--- src/rtl/rsob_pkg.sv ---
// rsob_pkg: types, register indexes and arithmetic helpers for the rgba
// source-over blend unit; no dependencies, used by rtl/rgba_source_over_blend_unit.sv
`default_nettype none

package rsob_pkg;

  // configuration register indexes
  localparam int unsigned CFG_IDX_W = 2;
  localparam logic [CFG_IDX_W-1:0] REG_BLEND_OVER   = 2'd0;
  localparam logic [CFG_IDX_W-1:0] REG_DEST_STRAIGHT = 2'd1;
  localparam logic [CFG_IDX_W-1:0] REG_SRC_STRAIGHT = 2'd2;

  localparam logic [7:0] CHAN_MAX = 8'hFF;

  // pipeline depth: 4 blend stages, 3 divider stages, 1 output stage
  localparam int unsigned NUM_DIV    = 3;
  localparam int unsigned NUM_STAGES = NUM_DIV + 5;

  // four channels, alpha in lane 3
  typedef logic [3:0][7:0] pix_t;

  // one colour lane of the restoring divider
  typedef struct packed {
    logic [7:0] rem;
    logic [7:0] nlo;
    logic [7:0] q;
  } div_lane_t;

  // payload of one divider stage
  typedef struct packed {
    pix_t                 raw;
    pix_t                 bl;
    div_lane_t [2:0]      ln;
    logic      [2:0]      sat;
  } div_stage_t;

  // exact floor(x / 255) for x up to 65025
  function automatic logic [7:0] div255(input logic [15:0] x);
    logic [16:0] t;
    t = {1'b0, x} + 17'd1 + {9'd0, x[15:8]};
    return t[15:8];
  endfunction

  // clamp a 9-bit sum to 255
  function automatic logic [7:0] sat8(input logic [8:0] v);
    return v[8] ? CHAN_MAX : v[7:0];
  endfunction

  // one restoring division step: shift in the next numerator bit
  function automatic div_lane_t div_step(input div_lane_t l, input logic [7:0] a);
    logic [8:0] t;
    div_lane_t  o;
    t     = {l.rem, l.nlo[7]};
    o.nlo = {l.nlo[6:0], 1'b0};
    if (t >= {1'b0, a}) begin
      o.rem = 8'(t - {1'b0, a});
      o.q   = {l.q[6:0], 1'b1};
    end else begin
      o.rem = t[7:0];
      o.q   = {l.q[6:0], 1'b0};
    end
    return o;
  endfunction

endpackage

`default_nettype wire

--- src/rtl/rgba_source_over_blend_unit.sv ---
// rgba_source_over_blend_unit: source-over compositing of rgba8 pixels
// an accepted input beat passes through blend stages a to d, the divider stages and the output stage
// throughput: one beat per clock; the pipeline only stalls when the output
//   stage is full and out_tready is low, empty stages keep filling
// reset (rst_n low, synchronous): all stage valid bits cleared, blend_over=1,
//   dest_straight_alpha=0, src_straight_alpha=0
// depends on rtl/rsob_pkg.sv
`default_nettype none

module rgba_source_over_blend_unit (
  input  wire logic        clk,
  input  wire logic        rst_n,
  // input stream
  input  wire logic        in_tvalid,
  output logic             in_tready,
  // src_ch0, src_ch1, src_ch2, src_alpha, dst_ch0, dst_ch1, dst_ch2, dst_alpha
  input  wire logic [63:0] in_tdata,
  // output stream
  output logic             out_tvalid,
  input  wire logic        out_tready,
  // out_ch0, out_ch1, out_ch2, out_alpha
  output logic [31:0]      out_tdata,
  // configuration write port
  input  wire logic        cfg_we,
  input  wire logic [rsob_pkg::CFG_IDX_W-1:0] cfg_index,
  input  wire logic        cfg_wdata
);

  // configuration registers
  logic blend_over_r, dest_straight_r, src_straight_r;

  always_ff @(posedge clk) begin
    if (!rst_n) begin
      blend_over_r    <= 1'b1;
      dest_straight_r <= 1'b0;
      src_straight_r  <= 1'b0;
    end else if (cfg_we) begin
      case (cfg_index)
        rsob_pkg::REG_BLEND_OVER:    blend_over_r    <= cfg_wdata;
        rsob_pkg::REG_DEST_STRAIGHT: dest_straight_r <= cfg_wdata;
        rsob_pkg::REG_SRC_STRAIGHT:  src_straight_r  <= cfg_wdata;
        default: ;
      endcase
    end
  end

  // stage valid bits and per-stage ready chain
  logic [rsob_pkg::NUM_STAGES-1:0] vld_r;
  logic [rsob_pkg::NUM_STAGES:0]   rdy;

  always_comb begin
    rdy[rsob_pkg::NUM_STAGES] = out_tready;
    for (int k = rsob_pkg::NUM_STAGES - 1; k >= 0; k--) begin
      rdy[k] = ~vld_r[k] | rdy[k+1];
    end
  end

  always_ff @(posedge clk) begin
    if (!rst_n) begin
      vld_r <= '0;
    end else begin
      if (rdy[0]) begin
        vld_r[0] <= in_tvalid;
      end
      for (int k = 1; k < rsob_pkg::NUM_STAGES; k++) begin
        if (rdy[k]) begin
          vld_r[k] <= vld_r[k-1];
        end
      end
    end
  end

  assign in_tready = rdy[0];

  // payload registers
  rsob_pkg::pix_t sa_r, da_r;            // stage a: raw pixels
  logic [2:0][15:0] sp_r, dp_r;          // stage a: premultiply products
  rsob_pkg::pix_t sb_r, spm_b_r, dpm_b_r; // stage b: raw src, premultiplied
  rsob_pkg::pix_t sc_r, spm_c_r;         // stage c: raw src, premultiplied src
  logic [3:0][15:0] bp_r;                // stage c: dst * (255 - src alpha)
  rsob_pkg::pix_t sd_r, bl_d_r;          // stage d: raw src, blend result
  rsob_pkg::div_stage_t dv_r [rsob_pkg::NUM_DIV];
  rsob_pkg::pix_t out_r;

  rsob_pkg::pix_t in_src, in_dst;
  assign in_src = in_tdata[31:0];
  assign in_dst = in_tdata[63:32];

  // next values
  logic [2:0][15:0] sp_nxt, dp_nxt;
  rsob_pkg::pix_t spm_nxt, dpm_nxt, bl_nxt, out_nxt;
  logic [3:0][15:0] bp_nxt;
  rsob_pkg::div_stage_t dv_nxt [rsob_pkg::NUM_DIV];
  rsob_pkg::div_lane_t  fin_ln [3];

  always_comb begin
    // stage a: colour times own alpha
    for (int i = 0; i < 3; i++) begin
      sp_nxt[i] = 16'(in_src[i]) * 16'(in_src[3]);
      dp_nxt[i] = 16'(in_dst[i]) * 16'(in_dst[3]);
    end

    // stage b: divide by 255 where the operand holds straight alpha
    spm_nxt = sa_r;
    dpm_nxt = da_r;
    for (int i = 0; i < 3; i++) begin
      if (src_straight_r) spm_nxt[i] = rsob_pkg::div255(sp_r[i]);
      if (dest_straight_r) dpm_nxt[i] = rsob_pkg::div255(dp_r[i]);
    end

    // stage c: destination weighted by inverse source alpha
    for (int i = 0; i < 4; i++) begin
      bp_nxt[i] = 16'(dpm_b_r[i]) * 16'(rsob_pkg::CHAN_MAX - spm_b_r[3]);
    end

    // stage d: add source and saturate
    for (int i = 0; i < 4; i++) begin
      bl_nxt[i] = rsob_pkg::sat8({1'b0, spm_c_r[i]} +
                                 {1'b0, rsob_pkg::div255(bp_r[i])});
    end

    // divider stages: quotient of c*255 by alpha, two bits per stage
    for (int k = 0; k < rsob_pkg::NUM_DIV; k++) begin
      if (k == 0) begin
        dv_nxt[k].raw = sd_r;
        dv_nxt[k].bl  = bl_d_r;
        for (int i = 0; i < 3; i++) begin
          logic [15:0] n;
          n = {bl_d_r[i], 8'd0} - {8'd0, bl_d_r[i]};
          dv_nxt[k].ln[i]  = '{rem: n[15:8], nlo: n[7:0], q: 8'd0};
          dv_nxt[k].sat[i] = bl_d_r[i] > bl_d_r[3];
        end
      end else begin
        dv_nxt[k] = dv_r[k-1];
      end
      for (int i = 0; i < 3; i++) begin
        dv_nxt[k].ln[i] = rsob_pkg::div_step(dv_nxt[k].ln[i], dv_nxt[k].bl[3]);
        dv_nxt[k].ln[i] = rsob_pkg::div_step(dv_nxt[k].ln[i], dv_nxt[k].bl[3]);
      end
    end

    // output stage: last two quotient bits and mode select
    for (int i = 0; i < 3; i++) begin
      fin_ln[i] = rsob_pkg::div_step(dv_r[rsob_pkg::NUM_DIV-1].ln[i],
                                     dv_r[rsob_pkg::NUM_DIV-1].bl[3]);
      fin_ln[i] = rsob_pkg::div_step(fin_ln[i], dv_r[rsob_pkg::NUM_DIV-1].bl[3]);
    end
    if (!blend_over_r) begin
      out_nxt = dv_r[rsob_pkg::NUM_DIV-1].raw;
    end else if (!dest_straight_r) begin
      out_nxt = dv_r[rsob_pkg::NUM_DIV-1].bl;
    end else begin
      out_nxt[3] = dv_r[rsob_pkg::NUM_DIV-1].bl[3];
      for (int i = 0; i < 3; i++) begin
        if (dv_r[rsob_pkg::NUM_DIV-1].bl[3] == 8'd0) begin
          out_nxt[i] = 8'd0;
        end else if (dv_r[rsob_pkg::NUM_DIV-1].sat[i]) begin
          out_nxt[i] = rsob_pkg::CHAN_MAX;
        end else begin
          out_nxt[i] = fin_ln[i].q;
        end
      end
    end
  end

  // payload loads, each stage when it can take a beat
  always_ff @(posedge clk) begin
    if (rdy[0]) begin
      sa_r <= in_src;
      da_r <= in_dst;
      sp_r <= sp_nxt;
      dp_r <= dp_nxt;
    end
    if (rdy[1]) begin
      sb_r    <= sa_r;
      spm_b_r <= spm_nxt;
      dpm_b_r <= dpm_nxt;
    end
    if (rdy[2]) begin
      sc_r    <= sb_r;
      spm_c_r <= spm_b_r;
      bp_r    <= bp_nxt;
    end
    if (rdy[3]) begin
      sd_r   <= sc_r;
      bl_d_r <= bl_nxt;
    end
    for (int k = 0; k < rsob_pkg::NUM_DIV; k++) begin
      if (rdy[4+k]) dv_r[k] <= dv_nxt[k];
    end
    if (rdy[rsob_pkg::NUM_STAGES-1]) begin
      out_r <= out_nxt;
    end
  end

  assign out_tvalid = vld_r[rsob_pkg::NUM_STAGES-1];
  assign out_tdata  = out_r;

endmodule

`default_nettype wire

--- config.mk ---
export PLATFORM = sky130hd
export DESIGN_NAME = rgba_source_over_blend_unit
export DESIGN_NICKNAME = d
export VERILOG_FILES = /design/src/rtl/rsob_pkg.sv /design/src/rtl/rgba_source_over_blend_unit.sv
export SDC_FILE = /design/constraint.sdc
export NUM_CORES = 2
export LEC_CHECK = 0
export BUFFER_PORTS_ARGS = -buffer_cell sky130_fd_sc_hd__buf_4
export CORE_AREA = 2 2 322 483
export CTS_BUF_LIST = sky130_fd_sc_hd__clkbuf_16
export CTS_CLUSTER_DIAMETER = 120
export DETAILED_ROUTE_END_ITERATION = 8
export DIE_AREA = 0 0 324 485
export PLACE_DENSITY = 0.66
export REMOVE_ABC_BUFFERS = 1
export SLEW_MARGIN = 20
export SYNTH_ARGS = -nofsm -noshare
export SYNTH_HDL_FRONTEND = slang
export SYNTH_SLANG_ARGS = --single-unit
--- constraint.sdc ---
create_clock -name clk -period 16.15 [get_ports clk]
set_input_delay 3.23 -clock clk [delete_from_list [all_inputs] [get_ports clk]]
set_output_delay 3.23 -clock clk [all_outputs]
set_load 0.1 [all_outputs]
# --- Yosys cells after proc, flatten, opt, wreduce, memory -nomap -nowiden ---
# Memory sizes are Yosys's and may differ from the RTL's.
# Index checks and enable logic that the tools add are counted.
op_classes:
  addsub: 49
  mul: 10
  div_mod_pow: 0
  n_lt_le_gt_ge: 27
  n_eq_ne: 2
  shift: 0
  muxes: 65
  bitwise_logic: 16
  n_reduce_logical: 5
ops:
  columns: ["cell", "count"]
  rows:
  - ["8-bit 2-to-1 mux", 33]
  - ["9-bit by 8-bit greater-or-equal comparator with 1-bit output", 24]
  - ["8-bit subtractor", 21]
  - ["16-bit by 1-bit adder with 16-bit output, second input constant", 10]
  - ["16-bit by 8-bit adder with 16-bit output", 10]
  - ["8-bit by 8-bit multiplier with 16-bit output", 6]
  - ["8-bit by 16-bit multiplier with 16-bit output", 3]
  - ["16-bit by 8-bit subtractor with 16-bit output", 3]
  - ["8-bit by 8-bit adder with 9-bit output", 4]
  - ["32-bit 2-to-1 mux", 1]
  - ["1-bit 2-to-1 mux", 30]
  - ["8-bit > comparator", 3]
  - ["24-bit 2-to-1 mux", 1]
  - ["9-bit by 9-bit multiplier with 16-bit output", 1]
  - ["8-bit by 8-bit subtractor with 9-bit output, first input constant", 1]
  - ["8-bit zero test", 1]
  - ["1-bit inverter", 8]
  - ["1-bit bitwise OR", 8]
  - ["2-bit AND reduction", 3]
  - ["2-bit by 1-bit == test with 1-bit output, second input constant", 1]
  - ["2-bit == test, second input constant", 1]
  - ["2-bit zero test", 1]
totals:
  ff_bits: 475
  latch_bits: 0
  ramBits: 399
  romBits: 0
  out_inout_bits: 34
  wordCells: 234
  mem_count: 1
memory_table:
  columns: ["name", "depth", "word_bits", "rd", "rd_ports_with_merged_regs", "write_ports", "line", "text"]
  rows:
  - ["dv_r", 3, 133, 3, 0, 3, "rgba_source_over_blend_unit.sv:82", "rsob_pkg::div_stage_t dv_r [rsob_pkg::NUM_DIV];"]

# --- Logic depth before layout (Yosys ltp) ---
logic_depth:
  word_depth: 9
  mapped_depth: 22
  ltp_nobuf: 21

# --- Worst setup path before layout ---
# Ideal clock, no wire load.
synth_path:
  path_kind: "input to output"
  start: "in out_tready"
  end: "out in_tready"
  t_arrival_ns: 7.930
  path_slack_ns: 4.990
  stages: 5
  n_path_buf: 0
  cell_sequence: "nor2b_1 -> and3_1 -> and3_1 -> and3_1 -> nand2_1"
synth_via:
  elab_chain_cells: 8
synth_lines:
  columns: ["item", "line", "text"]
  rows:
  - ["from (decl)", "rgba_source_over_blend_unit.sv:20", "input wire logic out_tready,"]
  - ["1-bit bitwise OR (8 in a row)", "rgba_source_over_blend_unit.sv:54", "rdy[k] = ~vld_r[k] | rdy[k+1];"]
  - ["to (decl)", "rgba_source_over_blend_unit.sv:15", "output logic in_tready,"]
# No other way between the ends.

# --- Final worst setup path ---
# Ends and elaborated chain as after synthesis.

==> impl_metrics.toml <==
[worst_setup_path]
cp_data_arrival_time_ns = 5.48
r2r_setup_slack_ns = 9.87
crit_type = "in -> out"
required_ns = 12.92
cp_max_fo = 43
critPathCaptureType = "output port"
start_kind = "input pin"

[yosys]
yosysUniqueCellTypes = 90
synth.most_common_cell = "edfxtp_1"
synth_warnings = 0
synth_top_area_cell = "edfxtp_1"
ys_seq_area_share_pct = 39.8
synth_area_leaders = "edfxtp_1, ha_1, fa_1, inv_1, xnor2_1"
ys_ff_latch = 811
synthCells = 5442
synth_edf_count = 800
netlist_area_um2 = 60800
synth_top_area_share_pct = 39.5
ys_async_sr_fraction_pct = 0
synth_common_cells = "edfxtp_1, ha_1, inv_1"
synthFlopType = "edfxtp_1"
synth.avg_cell_area_um2 = 11.2

[clocking]
clock_path_buffers = 3
cts_tree = "built"
postCtsHoldBufs = 0
postCtsSetupRepairBufs = 0
root_buffer = "clkbuf_16"
ctsResizeCount = 0
htreeDepth = 3
worstSkewPairLatency_ns = 0.69
clkSlewWorstSetupHoldPaths_ns = 0.06
clock_sinks = 811
cts_made_buffers = 84

[detailed_routing]
drt-initial-drc-count = 1707
avgRoutedWirePerCell_um = 17.0
via_per_inst = 5.14
drc = 0
dr.pass1.iters = 7
num_vias = 39400
ant_nets = 0
postRouteWirelength_mm = 130

[sta]
finalHoldViolations = 0
fmax_mhz = 115
fin_ws_ns = 7.44
clock_skew_ns = 0.0363
rsz0062_at_grt = "no"
finalSetupViolCount = 0
setup_tns_ns = 0
slew_viol_final = 0
tightest_slew_ns = 0.936
period_needed_ns = 8.71
slew_headroom_pct = 37.6
min_period_over_period_pct = 54.0

[finish]
nets = 6704
n_fill_cell = 14100
finish.instance_area_um2 = 67100
syn_to_final_growth_pct = 10.2
antenna_cells = 0
drive_above_1_share_pct = 7.27

[floorplan]
die_y_um = 485
die-area_um2 = 157000
core_area_um2 = 153000
ios = 106
rows = 176
fp.dieW_um = 324
start_util_pct = 39.8

[placement]
portBuffers = 105
dpl_cell_area_um2 = 64100
gp_congestion = 0.893
dp_hpwl_mm = 101
post-place-ws_ns = 7.42

[global_routing]
grt_max_degree = 83
grt_use_total_pct = 16.8
antenna_found_initial = 0
gr-total-overflow = 0
grt_pass1_vias = 41300
grt_pass1_wl_mm = 212

[flow_run]
cap_violations = 0

[outcome]
status = "finished, final reports clean"

[hold_path]
hp-class = "reg -> reg"
[critical path: stages]
cell,delay (ns)
buf_4,0.11
nor2b_1,0.34
and3_1,0.39
and3_1,0.35
and3_1,0.32
nand2_4,0.35
buf_4,0.38
[cell usage in the layout (no fill, tap or decap), drive strengths merged, types with 85 or more instances in the layout]
cell type and instances:
a21oi 252, and2 229, buf 143, clkbuf 85
edfxtp 800, fa 386, ha 686, inv 666
mux2 88, nand2 377, nand2b 164, nand3 109
nor2 271, nor2b 206, o21a 108, o21ai 150
xnor2 197, xor2 100
[state kept, by name, indices dropped and copies added, names as in the netlist]
signal	count
dv_r	336
bp_r	64
dp_r	48
sp_r	48
bl_d_r	32
da_r	32
dpm_b_r	32
dv_nxt	32
out_tdata	32
sa_r	32
spm_b_r	32
spm_c_r	32
sb_r	24
sc_r	24
vld_r	8
blend_over_r	1
dest_straight_r	1
src_straight_r	1
[path summary, 6_finish.rpt]
kind                       endpoint                startpoint  depth (start not counted)
max reg2reg   dv_r[0][43]$_DFFE_PP_  bl_d_r[12]$_SDFFCE_PP1P_                         19
min          dv_r[0][257]$_DFFE_PP_    dv_r[0][124]$_DFFE_PP_                          0
min reg2reg  dv_r[0][257]$_DFFE_PP_    dv_r[0][124]$_DFFE_PP_                          0
max                       in_tready                out_tready                          7
[per-stage QoR]
step / cells / util [%] / hold WS, ns
6_report: 7675 / 43.8 / 0.403
3_3_place_gp: 7521 / 41.9 / 0.401
3_5_place_dp: 7521 / 41.9 / 0.405
4_1_cts: 7675 / 43.8 / 0.394
2_1_floorplan: 5331 / - / 0.400
5_1_grt: 7675 / 43.8 / 0.399
[logic make-up after synthesis]
family                   count (synthesis)  share of synthesized area [%]
AO/OA/AOI/OAI                          838                           9.14
XOR/XNOR                               297                           4.27
adder cells (fa/ha/maj)               1072                           26.8
buffers and inverters                  765                           4.75
flip-flops                             811                           39.8
multiplexers                           126                           2.29
AND/OR/NAND/NOR                       1533                           12.9
[area by class of cell]
| cell class | instances | area (um2) | area share (%) |
|---|---|---|---|
| Clock buffer | 85 | 2130 | 3.17 |
| Clock inverter | 69 | 832 | 1.24 |
| Inverter | 654 | 2460 | 3.67 |
| Multi-Input combinational cell | 3866 | 33800 | 50.3 |
| Sequential cell | 811 | 24200 | 36.2 |
| Tap cell | 2047 | 2560 | 3.82 |
| Timing Repair Buffer | 143 | 1080 | 1.61 |
[routing by layer]
layer  up-vias  track usage [%]  share of wire (%)
met5         -                0                  0
met4         0             8.23                4.8
met3       285             1.66                2.8
met2       654             32.3                 54
met1     19400             18.1                 38
li1      19100                -                  -
Power is not shown: default switching activity piles up to over one toggle a cycle in this logic, so the estimate is an artifact.
